**src/gexp_pkg.sv**
```systemverilog
// Shared types, constants and CRC helper for the GPIO expander readback block.
package gexp_pkg;

  localparam int PIN_COUNT   = 16;
  localparam int REPLY_BYTES = 9;
  localparam int SNAP_BYTES  = 7;
  localparam int BW_W        = 3;
  localparam int RIDX_W      = 4;
  localparam int CNT_W       = 3;

  localparam logic [7:0]  CMD_WRITE_ALL = 8'h30;
  localparam logic [7:0]  CMD_SNAPSHOT  = 8'h60;
  localparam logic [7:0]  BUS_IDLE_BYTE = 8'hFF;
  localparam logic [15:0] CRC_POLY      = 16'h1021;
  localparam logic [15:0] CRC_INIT      = 16'hFFFF;
  localparam logic [15:0] CRC_TOP       = 16'h8000;
  localparam logic [BW_W-1:0]   BW_MAX    = 3'd7;
  localparam logic [RIDX_W-1:0] RIDX_NONE = 4'(REPLY_BYTES);
  localparam logic [RIDX_W-1:0] RIDX_CRC_HI = 4'(SNAP_BYTES);
  localparam logic [CNT_W-1:0]  CNT_DONE  = 3'(SNAP_BYTES);

  typedef enum logic [1:0] {
    KIND_START = 2'd0,
    KIND_WRITE = 2'd1,
    KIND_READ  = 2'd2
  } kind_t;

  typedef struct packed {
    logic [1:0]           kind;
    logic [7:0]           byte_in;
    logic [PIN_COUNT-1:0] pin_levels;
  } item_t;

  typedef struct packed {
    logic [7:0]           read_byte;
    logic [PIN_COUNT-1:0] direction;
    logic [PIN_COUNT-1:0] port_latch;
    logic                 bad_command;
  } result_t;

  typedef struct packed {
    logic                        start;
    logic [SNAP_BYTES-1:0][7:0]  bytes;
  } crc_req_t;

  typedef struct packed {
    logic        busy;
    logic [15:0] value;
  } crc_stat_t;

  // One byte of CRC-16/CCITT, MSB first.
  function automatic logic [15:0] crc_byte(input logic [15:0] crc, input logic [7:0] b);
    logic [15:0] v;
    v = crc ^ {b, 8'h00};
    for (int k = 0; k < 8; k++) begin
      if ((v & CRC_TOP) != 16'h0000) begin
        v = {v[14:0], 1'b0} ^ CRC_POLY;
      end else begin
        v = {v[14:0], 1'b0};
      end
    end
    return v;
  endfunction

endpackage

```
**src/gexp_if.sv**
```systemverilog
// Valid/ready channel interfaces for bus events and result words.
interface gexp_in_if;
  import gexp_pkg::*;
  logic                 valid;
  logic                 ready;
  logic [1:0]           kind;
  logic [7:0]           byte_in;
  logic [PIN_COUNT-1:0] pin_levels;
  modport source (output valid, kind, byte_in, pin_levels, input ready);
  modport sink   (input valid, kind, byte_in, pin_levels, output ready);
endinterface

interface gexp_out_if;
  import gexp_pkg::*;
  logic                 valid;
  logic                 ready;
  logic [7:0]           read_byte;
  logic [PIN_COUNT-1:0] direction;
  logic [PIN_COUNT-1:0] port_latch;
  logic                 bad_command;
  modport source (output valid, read_byte, direction, port_latch, bad_command, input ready);
  modport sink   (input valid, read_byte, direction, port_latch, bad_command, output ready);
endinterface

```
**src/gexp_crc.sv**
```systemverilog
// Background CRC-16/CCITT engine: one snapshot byte per cycle after a start.
module gexp_crc (
  input  logic                clk,
  input  logic                rst_n,
  input  gexp_pkg::crc_req_t  req,
  output gexp_pkg::crc_stat_t stat
);
  import gexp_pkg::*;

  logic [15:0]                crc_r, crc_nxt;
  logic [CNT_W-1:0]           cnt_r, cnt_nxt;
  logic [SNAP_BYTES-1:0][7:0] shift_r, shift_nxt;

  always_comb begin
    crc_nxt   = crc_r;
    cnt_nxt   = cnt_r;
    shift_nxt = shift_r;
    if (req.start) begin
      crc_nxt   = CRC_INIT;
      cnt_nxt   = '0;
      shift_nxt = req.bytes;
    end else if (cnt_r != CNT_DONE) begin
      // fold in the lowest byte, then advance the line
      crc_nxt   = crc_byte(crc_r, shift_r[0]);
      cnt_nxt   = cnt_r + 3'd1;
      shift_nxt = shift_r >> 8;
    end
  end

  always_ff @(posedge clk) begin
    if (!rst_n) begin
      crc_r <= CRC_INIT;
      cnt_r <= CNT_DONE;
    end else begin
      crc_r <= crc_nxt;
      cnt_r <= cnt_nxt;
    end
    shift_r <= shift_nxt;
  end

  assign stat.busy  = (cnt_r != CNT_DONE);
  assign stat.value = crc_r;

  a_start_clears_count: assert property (@(posedge clk) disable iff (!rst_n)
    req.start |=> cnt_r == '0)
    else $error("crc count not cleared by start");

  a_idle_holds_crc: assert property (@(posedge clk) disable iff (!rst_n)
    (cnt_r == CNT_DONE && !req.start) |=> $stable(crc_r))
    else $error("crc changed while idle");

endmodule

```
**src/gexp_ctrl.sv**
```systemverilog
// Command decode, port registers and reply store; one event per proc cycle.
module gexp_ctrl (
  input  logic                clk,
  input  logic                rst_n,
  input  logic                proc,
  input  gexp_pkg::item_t     item,
  input  gexp_pkg::crc_stat_t crc,
  output gexp_pkg::crc_req_t  crc_req,
  output gexp_pkg::result_t   res
);
  import gexp_pkg::*;

  logic [PIN_COUNT-1:0]       dir_r, dir_nxt;
  logic [PIN_COUNT-1:0]       latch_r, latch_nxt;
  logic [7:0]                 cmd_r, cmd_nxt;
  logic [BW_W-1:0]            bw_r, bw_nxt;
  logic [RIDX_W-1:0]          ridx_r, ridx_nxt;
  logic [7:0]                 staged_r [3];
  logic [7:0]                 staged_nxt [3];
  logic [SNAP_BYTES-1:0][7:0] reply_r;
  logic [SNAP_BYTES-1:0][7:0] snap_bytes;
  logic                       snap_take;
  logic [7:0]                 rd;

  always_comb begin
    snap_bytes[0] = dir_r[7:0];
    snap_bytes[1] = dir_r[15:8];
    snap_bytes[2] = latch_r[7:0];
    snap_bytes[3] = latch_r[15:8];
    snap_bytes[4] = item.pin_levels[7:0];
    snap_bytes[5] = item.pin_levels[15:8];
    snap_bytes[6] = 8'h00;
  end

  always_comb begin
    dir_nxt    = dir_r;
    latch_nxt  = latch_r;
    cmd_nxt    = cmd_r;
    bw_nxt     = bw_r;
    ridx_nxt   = ridx_r;
    staged_nxt = staged_r;
    snap_take  = 1'b0;
    rd         = BUS_IDLE_BYTE;
    unique case (item.kind)
      KIND_START: begin
        bw_nxt  = '0;
        cmd_nxt = 8'h00;
      end
      KIND_WRITE: begin
        if (bw_r == '0) begin
          cmd_nxt = item.byte_in;
          bw_nxt  = 3'd1;
          if (item.byte_in == CMD_SNAPSHOT) begin
            snap_take = 1'b1;
            ridx_nxt  = '0;
          end
        end else begin
          if (cmd_r == CMD_WRITE_ALL && bw_r <= 3'd4) begin
            if (bw_r < 3'd4) begin
              staged_nxt[bw_r[1:0] - 2'd1] = item.byte_in;
            end else begin
              dir_nxt   = {staged_r[1], staged_r[0]};
              latch_nxt = {item.byte_in, staged_r[2]};
            end
          end
          if (bw_r < BW_MAX) begin
            bw_nxt = bw_r + 3'd1;
          end
        end
      end
      KIND_READ: begin
        if (ridx_r < RIDX_NONE) begin
          priority if (ridx_r < RIDX_CRC_HI) begin
            rd = reply_r[ridx_r[2:0]];
          end else if (ridx_r == RIDX_CRC_HI) begin
            rd = crc.value[15:8];
          end else begin
            rd = crc.value[7:0];
          end
          ridx_nxt = ridx_r + 4'd1;
        end
      end
      default: begin
        // bus idle: nothing changes
      end
    endcase
  end

  always_ff @(posedge clk) begin
    if (!rst_n) begin
      dir_r    <= '0;
      latch_r  <= '0;
      cmd_r    <= '0;
      bw_r     <= '0;
      ridx_r   <= RIDX_NONE;
      staged_r <= '{default: '0};
    end else if (proc) begin
      dir_r    <= dir_nxt;
      latch_r  <= latch_nxt;
      cmd_r    <= cmd_nxt;
      bw_r     <= bw_nxt;
      ridx_r   <= ridx_nxt;
      staged_r <= staged_nxt;
    end
    if (proc && snap_take) begin
      reply_r <= snap_bytes;
    end
  end

  assign crc_req.start = proc && snap_take;
  assign crc_req.bytes = snap_bytes;

  assign res.read_byte   = rd;
  assign res.direction   = dir_nxt;
  assign res.port_latch  = latch_nxt;
  assign res.bad_command = (bw_nxt != '0) && (cmd_nxt != CMD_WRITE_ALL) &&
                           (cmd_nxt != CMD_SNAPSHOT);

  a_ridx_range: assert property (@(posedge clk) disable iff (!rst_n)
    ridx_r <= RIDX_NONE)
    else $error("reply index out of range");

  a_crc_ready_on_read: assert property (@(posedge clk) disable iff (!rst_n)
    (proc && item.kind == KIND_READ && ridx_r >= RIDX_CRC_HI && ridx_r < RIDX_NONE)
      |-> !crc.busy)
    else $error("crc byte read before crc finished");

endmodule

```
**src/gpio_expander_crc_readback.sv**
```systemverilog
// Top level of the GPIO expander bus side with CRC-checked status readback.
//
// in_ch carries one bus event per word: kind (start, host write, host read),
// the written byte and the sampled pin levels. out_ch returns exactly one
// word per event: the reply byte for a read (0xFF when no reply is pending
// or for non-read events), the direction and latch registers after the
// event, and the unknown-command flag.
// Each event is captured in an input register and resolved by one stage of
// logic into the output register, so its word passes both registers in turn;
// one event is taken every cycle while out_ch does not stall. The CRC over
// the seven snapshot bytes is folded one byte per cycle by a background
// engine that finishes before the first CRC byte can be read.
// Reset (synchronous, rst_n low) clears the port registers to zero (all
// pins input), drops any pending reply and empties both registers.
// When out_ch stalls, the output word holds; one more event waits in the
// input register and in_ch.ready then drops until the output drains.
module gpio_expander_crc_readback (
  input logic       clk,
  input logic       rst_n,
  gexp_in_if.sink   in_ch,
  gexp_out_if.source out_ch
);
  import gexp_pkg::*;

  item_t     item_r;
  logic      in_vld_r;
  result_t   res, res_r;
  logic      out_vld_r;
  logic      fire;
  crc_req_t  crc_req;
  crc_stat_t crc_stat;

  assign fire        = in_vld_r && (!out_vld_r || out_ch.ready);
  assign in_ch.ready = !in_vld_r || fire;

  always_ff @(posedge clk) begin
    if (!rst_n) begin
      in_vld_r  <= 1'b0;
      out_vld_r <= 1'b0;
    end else begin
      if (in_ch.ready) begin
        in_vld_r <= in_ch.valid;
      end
      if (fire) begin
        out_vld_r <= 1'b1;
      end else if (out_ch.ready) begin
        out_vld_r <= 1'b0;
      end
    end
    if (in_ch.valid && in_ch.ready) begin
      item_r.kind       <= in_ch.kind;
      item_r.byte_in    <= in_ch.byte_in;
      item_r.pin_levels <= in_ch.pin_levels;
    end
    if (fire) begin
      res_r <= res;
    end
  end

  gexp_ctrl u_ctrl (
    .clk     (clk),
    .rst_n   (rst_n),
    .proc    (fire),
    .item    (item_r),
    .crc     (crc_stat),
    .crc_req (crc_req),
    .res     (res)
  );

  gexp_crc u_crc (
    .clk   (clk),
    .rst_n (rst_n),
    .req   (crc_req),
    .stat  (crc_stat)
  );

  assign out_ch.valid       = out_vld_r;
  assign out_ch.read_byte   = res_r.read_byte;
  assign out_ch.direction   = res_r.direction;
  assign out_ch.port_latch  = res_r.port_latch;
  assign out_ch.bad_command = res_r.bad_command;

  a_fire_fills_output: assert property (@(posedge clk) disable iff (!rst_n)
    fire |=> out_vld_r)
    else $error("processed word did not reach output register");

endmodule
```
**src/flat_wrapper.sv**
```systemverilog
// flat-port wrapper written by rule: the top's interface ports become plain ports
module gpio_expander_crc_readback_flat import gexp_pkg::*;
  (clk, rst_n, in_ch_valid, in_ch_kind, in_ch_byte_in, in_ch_pin_levels, in_ch_ready, out_ch_valid, out_ch_read_byte, out_ch_direction, out_ch_port_latch, out_ch_bad_command, out_ch_ready);
  gexp_in_if in_ch_i ();
  gexp_out_if out_ch_i ();
  input logic clk;
  input logic rst_n;
  input wire logic [$bits(in_ch_i.valid)-1:0] in_ch_valid;
  input wire logic [$bits(in_ch_i.kind)-1:0] in_ch_kind;
  input wire logic [$bits(in_ch_i.byte_in)-1:0] in_ch_byte_in;
  input wire logic [$bits(in_ch_i.pin_levels)-1:0] in_ch_pin_levels;
  output wire logic [$bits(in_ch_i.ready)-1:0] in_ch_ready;
  output wire logic [$bits(out_ch_i.valid)-1:0] out_ch_valid;
  output wire logic [$bits(out_ch_i.read_byte)-1:0] out_ch_read_byte;
  output wire logic [$bits(out_ch_i.direction)-1:0] out_ch_direction;
  output wire logic [$bits(out_ch_i.port_latch)-1:0] out_ch_port_latch;
  output wire logic [$bits(out_ch_i.bad_command)-1:0] out_ch_bad_command;
  input wire logic [$bits(out_ch_i.ready)-1:0] out_ch_ready;
  assign in_ch_i.valid = in_ch_valid;
  assign in_ch_i.kind = in_ch_kind;
  assign in_ch_i.byte_in = in_ch_byte_in;
  assign in_ch_i.pin_levels = in_ch_pin_levels;
  assign in_ch_ready = in_ch_i.ready;
  assign out_ch_valid = out_ch_i.valid;
  assign out_ch_read_byte = out_ch_i.read_byte;
  assign out_ch_direction = out_ch_i.direction;
  assign out_ch_port_latch = out_ch_i.port_latch;
  assign out_ch_bad_command = out_ch_i.bad_command;
  assign out_ch_i.ready = out_ch_ready;
  gpio_expander_crc_readback u_core (.clk(clk), .rst_n(rst_n), .in_ch(in_ch_i), .out_ch(out_ch_i));
endmodule
```
**config.mk**
```make
export PLATFORM = sky130hd
export DESIGN_NAME = gpio_expander_crc_readback_flat
export DESIGN_NICKNAME = d
export VERILOG_FILES = /design/src/gexp_pkg.sv /design/src/gexp_if.sv /design/src/gexp_crc.sv /design/src/gexp_ctrl.sv /design/src/gpio_expander_crc_readback.sv /design/src/flat_wrapper.sv
export SDC_FILE = /design/constraint.sdc
export NUM_CORES = 1
export LEC_CHECK = 0
export BUFFER_PORTS_ARGS = -buffer_cell sky130_fd_sc_hd__buf_4
export CAP_MARGIN = 20
export CORE_UTILIZATION = 50
export DETAILED_ROUTE_END_ITERATION = 10
export GPL_ROUTABILITY_DRIVEN = 0
export PLACE_DENSITY = 0.68
export SLEW_MARGIN = 20
export SYNTH_ARGS = -nofsm -noshare
export SYNTH_HDL_FRONTEND = slang
export SYNTH_SLANG_ARGS = --single-unit
```
**constraint.sdc**
```tcl
create_clock -name clk -period 9.52 [get_ports clk]
set_input_delay 0.476 -clock clk [delete_from_list [all_inputs] [get_ports clk]]
set_output_delay 0.476 -clock clk [all_outputs]
set_load 0.03 [all_outputs]
```
* After elaboration in Yosys (flattened, before gate mapping)
Cells that the tools add are included.
Storage, ports and cells: flip-flop bits (word level) 255, memories 0, latch bits 0, logic and storage cells 142, RAM bits 0, output and inout bits 43, bits of input ports 30, memory bits (read-only) 0
Cells by class: shift operators 0, mux-type cells 55, multipliers 0, reduce and logical (&&, ||, !) cells 21, bitwise operators 12, magnitude comparators 8, divide/modulo/power cells 0, $add $sub $neg 4, eq/ne operators 11
Operators by type and width (count):
- 16-bit 2-to-1 mux | 22
- 13-bit 2-to-1 mux | 8
- 48-bit 2-to-1 mux | 2
- 8-bit 2-to-1 mux | 5
- 8-bit binary-select mux with 3-bit select | 1
- 24-bit bitwise mux | 1
- 3-bit inverter | 8
- 8-bit demux with 2-bit select | 1
- 8-bit one-hot mux with 2 select lines | 1
- 16-bit XOR | 1
- 3-bit 2-to-1 mux | 4
- 4-bit 2-to-1 mux | 3
- 5-bit AND reduction | 2
- 8-bit by 6-bit == test with 1-bit output, second input constant | 1
- 8-bit by 7-bit == test with 1-bit output, second input constant | 1
- 8-bit by 6-bit inequality test with 1-bit output, second input constant | 1
- 8-bit by 7-bit inequality test with 1-bit output, second input constant | 1
- 4-bit one-hot mux with 2 select lines | 1
- 1-bit logical AND | 7
- 3-bit by 1-bit adder with 3-bit output, second input constant | 2
- 3-bit less-than comparator, second input constant | 2
- 2-bit inequality test, second input constant | 3
- 3-bit one-hot mux with 2 select lines | 1
- 2-bit nonzero test | 3
- other kinds (22) | 29

* Longest topological paths before layout
Gate-level depths: netlist of the first run.
depth in word-level cells 32, mapped depth 10, gate-level depth less buffers 7

* Cells and area by module
From an unflattened synthesis of the first run, not the netlist that was laid out.
Second synthesis, totals: cells, all modules 754, area total of the unflattened synthesis 10999.3 um^2
Modules (own cells, without submodules):
- gexp_ctrl | instances 1, cells each 468, seq. area each 2862.7 um^2, area each 5615.4 um^2
- gexp_crc | instances 1, cells each 210, seq. area each 2062.0 um^2, area each 3268.1 um^2
- gpio_expander_crc_readback | instances 1, cells each 76, seq. area each 2052.0 um^2, area each 2115.8 um^2

* Worst setup path before layout of the first run
OpenSTA, ideal clock, no wires.
kind register -> register, start point reg u_core.u_ctrl.bw_r[0], end point reg u_core.u_crc.shift_r[0] in the netlist's numbering (enable), required time 9.114 ns, library setup time 0.406 ns, path slack 6.402 ns, arrival 2.711 ns, path buffers 2, cell stages (with the launch flop) 9, period minus slack after synthesis 3.118 ns, cell sequence dfxtp_1 inv_1 ha_1 nand2b_1 nor3_1 clkbuf_1 nand3_1 buf_2 nand2_1
Between the ends: word-level cells in the longest chain between the ends 5
Ends and longest elaborated chain:
- from (decl) | line gexp_ctrl.sv:16 | logic [BW_W-1:0] bw_r, bw_nxt;
- from (signal assigned) | line gexp_ctrl.sv:101 | bw_r <= bw_nxt;
- 3-bit zero test | line gexp_ctrl.sv:50 | if (bw_r == '0) begin
- 1-bit 2-to-1 mux | line gexp_ctrl.sv:50
- 1-bit 2-to-1 mux | line gexp_ctrl.sv:44 | unique case (item.kind)
- 1-bit logical AND | line gexp_ctrl.sv:110 | assign crc_req.start = proc && snap_take;
- 2-bit nonzero test (no line)
- to (signal assigned) | line gexp_crc.sv:38 | shift_r <= shift_nxt;
- to (decl) | line gexp_crc.sv:12 | logic [SNAP_BYTES-1:0][7:0] shift_r, shift_nxt;
Every way passes these cells. A chain may end at the register's enable or synchronous reset.

* Final worst setup path of the first run
start point reg u_core.u_ctrl.bw_r[0], end point reg u_core.u_crc.shift_r[10] in the netlist's numbering (enable)
The elaborated chain is that of the path after synthesis.

==> results.json, run 1 <==
{
  "hp-class": "primary input to flip-flop",
  "worst_r2r_startpoint": "u_core.u_ctrl.bw_r[0]",
  "cp_max_fo": 44,
  "seq_area_sq_um": 6740,
  "skew_ps": 7.44,
  "via_count": 6422,
  "antenna_found_initial": 0,
  "status": "complete, no violations",
  "synth_compound_area_share_pct": 6.71,
  "post-route-period-util_pct": 33.7,
  "slew_viol_final": 0,
  "grt_max_degree": 79,
  "ctsResizeCount": 0,
  "synthAdderAreaFrac_pct": 1.07,
  "synthXorXnorAreaFrac_pct": 2.15,
  "worstMarginPinSlew_ps": 1010,
  "routed_wl_microns": 21600,
  "dr.pass1.iters": 5,
  "ys.flop_type": "edfxtp_1",
  "muxShareOfSynthArea_pct": 9.53,
  "ios": 73,
  "cts_setup_buffers": 0,
  "power_density_nw_per_um2": 242,
  "rrSetupSlack_ps": 6310,
  "grt_pass1_wl_microns": 34000,
  "synth_edf_count": 163,
  "avgSynthCellArea_sq_um": 12.3,
  "port_buffers": 72,
  "r2r_end": "u_core.u_crc.shift_r[10]",
  "start_util_pct": 51.6,
  "drv_cap": 0,
  "grt.total_usage_pct": 20.3,
  "ys_async_sr_fraction_pct": 0,
  "period_needed_ps": 3210,
  "seq_area_frac_synth_pct": 63.7,
  "die_h_microns": 147,
  "critPathArrivalTime_ps": 3400,
  "ys_seq_elements": 255,
  "die_x_microns": 147,
  "antenna_cells": 0,
  "holdWs_ps": 125,
  "startpoint_type": "flip-flop",
  "num-fill-cells": 1670,
  "rsz0062_at_grt": "false",
  "clk-insertion-delay-late_ps": 530,
  "worstPathRequired_ps": 9710,
  "drc": 0,
  "crit_type": "flip-flop to flip-flop",
  "ir_worst_vdd_mv": 0.159,
  "drive_gt1_share_pct": 18.3,
  "cts_sinks": 255,
  "cts_buffers": 26,
  "nets": 959,
  "wl_per_cell_microns": 17.9,
  "syn2layout_area_growth_pct": 14.3,
  "leakage_nw": 4.71,
  "h-tree-depth": 1,
  "fin_setup_tns_ps": 0,
  "holdCritStartpoint": "in_ch_pin_levels[0]",
  "num_rows": 52,
  "clockRootBuffer": "clkbuf_16",
  "ys_types": 56,
  "multiInputGateArea_sq_um": 3580,
  "synth_top_family_by_area": "simple AND/OR/NAND/NOR gates",
  "place_hpwl_microns": 13800,
  "via_per_inst": 5.31,
  "crit_path_end_kind": "flip-flop",
  "grt_pass1_vias": 6173,
  "synth_cells": 862,
  "whs_path_depth": 1,
  "ant_nets": 0,
  "grt-ovfl-total": 0,
  "hold_violations": 0,
  "path_clk_slew_ps": 60,
  "holdPathEnd": "u_core.item_r[0]",
  "coreArea_sq_um": 20500,
  "initialDrtViolationCount": 458,
  "synth_area_sq_um": 10600,
  "synth-simple-area-share_pct": 14.3,
  "syn-num-nets": 901,
  "rr_worst_depth": 8,
  "cts_tree": "yes",
  "cts-hold-fix-buffers": 0,
  "clockBufferDepth": 3,
  "yosysWarnings": 0,
  "die_area_sq_um": 21700,
  "max_freq_mhz": 312,
  "relSlewSlack_pct": 32.3,
  "finalSetupViolations": 0
}
## final cells by class
type | count | area share [%]
multi-input combinational | 548 | 29.7
clock inverter | 12 | 0.694
inverter | 10 | 0.311
timing repair buffer | 79 | 4.91
sequential | 255 | 55.8
clock buffer | 35 | 5.84
tap | 270 | 2.80
## synth_stat cells, types with 2 or more instances
cell	number	area (sq um)
nand2b_1	4	25.0
nand2_1	232	871
o211ai_1	10	75.1
a21boi_1	17	128
xor2_1	8	70.1
nor4b_1	2	17.5
a31oi_1	2	12.5
a21boi_0	10	75.1
buf_2	20	100
clkbuf_1	25	93.8
mux2_2	29	327
xnor2_1	18	158
nor3_1	2	10.0
ha_1	9	113
nor3b_1	6	45.0
mux4_2	8	180
buf_4	2	15.0
mux2i_1	50	500
a21oi_1	3	15.0
and2_1	11	68.8
a22o_1	5	43.8
nor2b_1	28	175
edfxtp_1	163	4890
dfxtp_1	92	1840
nand3_1	5	25.0
and4_1	2	17.5
nor3_4	3	48.8
nor2_1	22	82.6
o211a_1	14	140
o21ai_0	25	125
a221oi_1	2	17.5
inv_1	9	33.8
## per-layer routing
| metal | vias to the layer above | routed length, microns | GRT usage (%) |
|---|---|---|---|
| met1 | 3092 | 10000 | 29.3 |
| met3 | 36 | 1010 | 2.90 |
| li1 | 3138 | - | - |
| met2 | 156 | 10200 | 32.1 |
| met4 | 0 | 405 | 5.62 |
| met5 | - | 0 | 0 |
## how the worst max path moves through the flow
stage	start	end	slack [ps]	depth (start not counted)
3_3_place_gp	u_core.u_ctrl.bw_r[0]	u_core.u_crc.shift_r[44]	6040	8
5_1_grt	u_core.u_ctrl.bw_r[0]	u_core.u_crc.shift_r[33]	6060	8
4_1_cts	u_core.u_ctrl.bw_r[0]	u_core.u_crc.shift_r[26]	5970	8
2_1_floorplan	u_core.u_ctrl.bw_r[0]	u_core.u_crc.shift_r[0]	6400	8
6_report	u_core.u_ctrl.bw_r[0]	u_core.u_crc.shift_r[10]	6310	8
3_5_place_dp	u_core.u_ctrl.bw_r[0]	u_core.u_crc.shift_r[44]	5970	8
## critical path: stages, from the launching register on
cell	delay, ps
dfxtp_1	410
inv_1	130
ha_1	210
nand2b_1	130
nor3_2	550
nand3_1	150
buf_4	320
nand2_2	510
buf_4	420
## flip-flops by register name (all words and copies together), names as in the netlist, 8 cells and up
name / flops
u_core.u_ctrl.reply_r: 48
u_core.u_crc.shift_r: 48
u_core.out_ch.read_byte: 8
u_core.u_ctrl.dir_r: 16
u_core.out_ch.port_latch: 16
u_core.u_crc.crc_r: 16
u_core.u_ctrl.cmd_r: 8
u_core.item_r: 26
u_core.u_ctrl.latch_r: 16
u_core.u_ctrl.staged_r: 24
u_core.out_ch.direction: 16
## logic make-up after synthesis
| kind of cell | count (synthesis) |
|---|---|
| buffers and inverters | 59 |
| AOI/OAI and AO/OA | 97 |
| xor gates and xnor gates | 26 |
| and+or+nand+nor | 329 |
| muxes | 87 |
| DFF | 255 |
| adders and majority gates | 9 |
## through the flow
| step | instances | instance area (sq um) | total power [mW] | setup slack [ps] | utilization, % |
|---|---|---|---|---|---|
| floorplan | 862 | 10600 | 1.87 | 6400 | - |
| global placement | 1162 | 11300 | 1.98 | 6040 | 55.0 |
| detailed placement | 1162 | 11300 | 2.00 | 5970 | 55.0 |
| CTS | 1209 | 12100 | 2.95 | 5970 | 58.9 |
| global route | 1209 | 12100 | 3.06 | 6060 | 58.9 |
| finish | 1209 | 12100 | 2.92 | 6310 | 58.9 |
## where the power goes
| group | total (mW) | internal [mW] | switching, mW | leakage [nW] |
|---|---|---|---|---|
| combinational | 0.510 | 0.212 | 0.298 | 2.07 |
| clock | 0.945 | 0.545 | 0.400 | 0.389 |
| sequential | 1.47 | 1.39 | 0.0794 | 2.25 |
| total | 2.92 | 2.14 | 0.777 | 4.71 |
## cells in the final DEF (no fill, tap or decap), types with 2 or more instances in the layout
cell	instances
o21ai_0	25
clkinv_1	3
clkinv_2	7
a221oi_1	2
o211ai_1	10
xnor2_1	18
nor3_4	3
nand2b_1	4
nor3b_1	6
mux2_2	29
clkbuf_1	8
nor4b_1	2
inv_1	9
and2_1	11
a22o_1	5
ha_1	8
mux4_2	8
nor2b_1	27
edfxtp_1	163
dfxtp_1	92
clkbuf_16	27
a21oi_1	3
nand2_1	231
a31oi_1	2
buf_4	79
a21boi_0	10
mux2i_1	50
xor2_1	8
a21boi_1	17
nor2_1	22
nand3_1	5
and4_2	2
o211a_1	14
No activity file was read; power rests on OpenSTA's default activity.
==> run 2: changes to the inputs <==
clock period = 3.2 ns   (was 9.52 ns; I/O delays follow)
==> run 2 against run 1 <==
  * Power grew to 3.1 times the previous value
  * Clock-buffer cell count grew 2
  * Design area grew 4.2%
  * Fmax grew 24%
  * Sequential power grew to 2.9 times the previous value
  * Setup slack lost 5700 ps
  * Non-clock buffer count grew 48
  * Clock skew shrank 0.83 ps
  * Register-to-register slack lost 5700 ps
  * Flip-flop and latch count is the same
  * Critical endpoint is now u_core.out_ch.port_latch[6]
==> results.json, run 2 (synthesized netlist as in run 1, its figures left out) <==
{
  "grt.total_usage_pct": 21.1,
  "status": "complete, no violations",
  "worstMarginPinSlew_ps": 1020,
  "cp_max_fo": 26,
  "initialDrtViolationCount": 406,
  "hold_violations": 0,
  "startpoint_type": "flip-flop",
  "design_area_sq_um": 12600,
  "largest_registers": "u_core.u_crc.shift_r: 48 flops, u_core.u_ctrl.reply_r: 48 flops, u_core.item_r: 26 flops",
  "power_mw": 8.97,
  "antenna_cells": 0,
  "drc": 0,
  "grt_max_degree": 78,
  "skew_ps": 6.61,
  "antenna_found_initial": 0,
  "clockBufferDepth": 3,
  "grt_pass1_wl_microns": 35500,
  "syn2layout_area_growth_pct": 19.1,
  "ctsResizeCount": 0,
  "dp_slack_ps": 602,
  "clockRootBuffer": "clkbuf_16",
  "wl_per_cell_microns": 17.8,
  "place_inst": 1182,
  "dr.pass1.iters": 5,
  "crit_chain": "inv_1, ha_1, nand2b_1, and3_2, nand3_2, buf_4, nand2_1, o21ai_0",
  "relSlewSlack_pct": 32.1,
  "slew_viol_final": 0,
  "via_per_inst": 5.28,
  "placed_area_sq_um": 11400,
  "hp-class": "primary input to flip-flop",
  "final_common_cell": "nand2_1",
  "cp-startpoint": "u_core.u_ctrl.bw_r[0]",
  "grt_pass1_vias": 6549,
  "period_needed_ps": 2580,
  "ant_nets": 0,
  "holdWs_ps": 163,
  "fin_setup_tns_ps": 0,
  "ios": 73,
  "nets": 1007,
  "grt-ovfl-total": 0,
  "leakage_nw": 4.96,
  "die_area_sq_um": 21700,
  "rrSetupSlack_ps": 620,
  "post-route-period-util_pct": 80.7,
  "ir_worst_vdd_mv": 0.481,
  "drv_cap": 0,
  "finalSetupViolations": 0,
  "path_clk_slew_ps": 60,
  "rr_worst_depth": 8,
  "cp_slowest_stage_delay_ps": 530,
  "die_x_microns": 147,
  "setup_slack_ps": 618,
  "setup.worst_path.end": "u_core.out_ch.port_latch[6]",
  "place_hpwl_microns": 14500,
  "num_rows": 52,
  "start_util_pct": 51.6,
  "cts_tree": "yes",
  "r2r_end": "u_core.out_ch.port_latch[6]",
  "holdCritStartpoint": "rst_n",
  "rsz0062_at_grt": "false",
  "port_buffers": 72,
  "power_density_nw_per_um2": 713,
  "fin_util_pct": 61.4,
  "worst_r2r_startpoint": "u_core.u_ctrl.bw_r[0]",
  "routed_wl_microns": 22400,
  "h-tree-depth": 1,
  "fin_cells": 1258,
  "crit_type": "flip-flop to flip-flop",
  "crit_path_end_kind": "flip-flop",
  "final_cell_mix": "231 x nand2_1, 163 x edfxtp_1, 98 x buf_4, 92 x dfxtp_1, 50 x mux2i_1",
  "critPathArrivalTime_ps": 2840,
  "drive_gt1_share_pct": 19.1,
  "via_count": 6645,
  "cts_sinks": 255,
  "clk-insertion-delay-late_ps": 520,
  "worstPathRequired_ps": 3460,
  "cts_buffers": 26,
  "coreArea_sq_um": 20500,
  "max_freq_mhz": 387,
  "cpMaxStageDelayCell": "nand3_2",
  "die_h_microns": 147
}
==> run 2: worst min path at each step <==
stage                                        to  slack (ps)  depth (start not counted)
after floorplan                u_core.item_r[0]         260                          0
after global placement        u_core.item_r[19]         340                          1
after detailed placement      u_core.item_r[19]         340                          1
after CTS                 u_core.u_crc.crc_r[7]         150                          4
after global routing      u_core.u_crc.crc_r[1]         170                          4
final                     u_core.u_crc.crc_r[7]         160                          4
==> run 2: layout make-up <==
type	count	area (sq um)
Clock inverter	11	97.6
Inverter	10	37.5
Clock buffer	37	763
Tap cell	270	338
Timing Repair Buffer	127	1040
Multi-Input combinational cell	548	3570
Sequential cell	255	6740
Fill cell	1634	7910
==> run 2: layer usage <==
metal | GRT usage [%] | vias to the layer above | wire length (microns)
met2 | 34.8 | 144 | 10600
li1 | - | 3237 | -
met1 | 29.2 | 3241 | 10500
met3 | 3.55 | 23 | 1020
met4 | 5.15 | 0 | 334
met5 | 0 | - | 0
==> run 2: critical path: cells and delay by family (launching register included) <==
| kind | cells | cell delay, ps |
|---|---|---|
| DFF | 1 | 410 |
| buffers and inverters | 2 | 570 |
| adders and majority gates | 1 | 220 |
| and+or+nand+nor | 4 | 1030 |
| AOI/OAI and AO/OA | 1 | 90 |
==> run 2: what timing repair did <==
action                                  4_1_cts  5_1_grt
setup buffers                                 0        0
hold endpoints to repair                     28        0
hold buffers                                 28        0
endpoints found under the setup margin        0        0
==> run 2: power by group <==
| group | total, mW | switching [mW] | leakage (nW) | internal, mW |
|---|---|---|---|---|
| combinational | 1.62 | 0.930 | 2.29 | 0.689 |
| clock | 3.02 | 1.21 | 0.424 | 1.81 |
| sequential | 4.33 | 0.215 | 2.25 | 4.12 |
==> run 3: changes to the inputs <==
PLACE_DENSITY = 0.71   (was 0.68)
clock period = 2.35 ns   (was 3.2 ns; I/O delays follow)
==> run 3 against run 2 <==
  * Clock skew rose by 9.1 ps
  * Register-to-register slack worse by 410 ps
  * Worst hold slack lost 14 ps
  * Final cell count grew 1.2%
  * Critical endpoint is now u_core.out_ch.port_latch[12]
==> results.json, run 3 (synthesized netlist as in run 1, its figures left out) <==
{
  "start_util_pct": 51.6,
  "syn2layout_area_growth_pct": 20.0,
  "p_comb_share_pct": 18.2,
  "dr.pass1.iters": 5,
  "num-fill-cells": 1590,
  "die_x_microns": 147,
  "cp_slowest_stage_delay_ps": 420,
  "initialDrtViolationCount": 503,
  "place_hpwl_microns": 14800,
  "hold_violations": 0,
  "ant_nets": 0,
  "cp_top_family": "simple AND/OR/NAND/NOR gates",
  "post-route-period-util_pct": 91.1,
  "worstMarginPinSlew_ps": 659,
  "holdCritStartpoint": "rst_n",
  "cts_sinks": 255,
  "leakage_nw": 5.02,
  "largest_registers": "u_core.u_crc.shift_r: 48 flops, u_core.u_ctrl.reply_r: 48 flops, u_core.item_r: 26 flops",
  "antenna_found_initial": 0,
  "worst_r2r_startpoint": "u_core.u_ctrl.bw_r[1]",
  "max_freq_mhz": 467,
  "clockRootBuffer": "clkbuf_16",
  "rsz0062_at_grt": "false",
  "cts_setup_buffers": 0,
  "placed_area_sq_um": 11600,
  "period_needed_ps": 2140,
  "cts_tree": "yes",
  "final_common_cell": "nand2_1",
  "crit_path_end_kind": "flip-flop",
  "ctsResizeCount": 0,
  "crit_chain": "inv_1, ha_1, nand2b_1, and3_2, nand3_2, buf_12, mux2_2",
  "cp-startpoint": "u_core.u_ctrl.bw_r[1]",
  "crit_type": "flip-flop to flip-flop",
  "clock_power_share_pct": 32.3,
  "startpoint_type": "flip-flop",
  "fin_setup_tns_ps": 0,
  "clockBufferDepth": 3,
  "wl_per_cell_microns": 17.7,
  "switching_power_mw": 3.20,
  "cts-hold-fix-buffers": 29,
  "drv_cap": 0,
  "slew_viol_final": 0,
  "final_cell_mix": "231 x nand2_1, 163 x edfxtp_1, 110 x buf_4, 92 x dfxtp_1, 50 x mux2i_1",
  "relSlewSlack_pct": 56.0,
  "grt_pass1_wl_microns": 35800,
  "path_clk_slew_ps": 60,
  "critPathArrivalTime_ps": 2400,
  "nets": 1022,
  "num_rows": 52,
  "crit_buf_inv": 2,
  "h-tree-depth": 1,
  "drive_gt1_share_pct": 20.1,
  "grt.total_usage_pct": 21.3,
  "cts_buffers": 26,
  "cp_max_fo": 25,
  "netSwitchingFraction_pct": 26.7,
  "finalSetupViolations": 0,
  "hp-class": "primary input to flip-flop",
  "ir_worst_vdd_mv": 0.665,
  "die_area_sq_um": 21700,
  "ios": 73,
  "port_buffers": 72,
  "p_int_mw": 8.78,
  "via_per_inst": 5.27,
  "grt-ovfl-total": 0,
  "multiInputGateArea_sq_um": 3590,
  "seqPwrFrac_pct": 49.4,
  "cpMaxStageDelayCell": "dfxtp_1",
  "routed_wl_microns": 22500,
  "power_density_nw_per_um2": 945,
  "worstPathRequired_ps": 2610,
  "die_h_microns": 147,
  "via_count": 6704,
  "antenna_cells": 0,
  "place_inst": 1196,
  "status": "complete, no violations",
  "clk-insertion-delay-late_ps": 520,
  "seq_area_sq_um": 6740,
  "fin_cells": 1273,
  "design_area_sq_um": 12700,
  "grt_max_degree": 67,
  "drc": 0,
  "coreArea_sq_um": 20500,
  "skew_ps": 15.7,
  "grt_pass1_vias": 6567
}
[run 3: cell types whose count changed in the layout (fill, tap and decap cells not counted), sizes merged]
| cell | delta |
|---|---|
| clkinv | +1 |
| dlygate4sd3 | +1 |
| clkinvlp | +1 |
| bufinv | -1 |
| clkbuf | -1 |
| buf | +14 |
[run 3: power by group through the flow]
stage | sequential (mW) | clock, mW | combinational (mW)
after global routing | 5.98 | 4.13 | 2.43
after CTS | 5.93 | 3.95 | 2.20
after detailed placement | 6.02 | 0 | 2.14
after floorplan | 5.94 | 0 | 1.63
after global placement | 6.00 | 0 | 2.08
final | 5.93 | 3.88 | 2.18
[run 3: area by class of cell]
class,count,share of cell area (%)
timing repair buffer,142,9.27
tap,270,2.66
inverter,10,0.296
multi-input combinational,548,28.3
sequential,255,53.1
clock inverter,12,0.671
clock buffer,36,5.67
[run 3: final timing paths]
check | cells after the start | slack (ps) | to
worst max-delay path | 7 | 210 | u_core.out_ch.port_latch[12]
worst min-delay path | 2 | 150 | u_core.u_ctrl.latch_r[6]
worst max register to register | 7 | 210 | u_core.out_ch.port_latch[12]
worst min register to register | 0 | 450 | u_core.u_ctrl.reply_r[37]
[run 3: per-layer routing]
metal	vias up	track usage (%)	part of all wire (%)
li1	3270	-	-
met1	3264	30.7	47
met2	148	34.2	48
met3	22	3.30	4.4
met4	0	4.74	1.1
met5	-	0	0
[run 3: worst register-to-register path, delay by kind of cell (launching register included)]
kind | cells | cell delay, ps
fa+ha+maj | 1 | 220
flops | 1 | 420
buf+inv | 2 | 310
mux | 1 | 370
simple gates | 3 | 560
[run 3: metrics by stage]
stage | hold slack, ps | utilization (%) | power [mW] | worst slack (ps)
finish | 149 | 61.9 | 12.0 | 210
global route | 147 | 61.9 | 12.5 | 43.1
CTS | 123 | 61.9 | 12.1 | 223
detailed placement | 297 | 56.6 | 8.16 | 220
global placement | 296 | 56.6 | 8.08 | 256
floorplan | 216 | - | 7.57 | 75.5
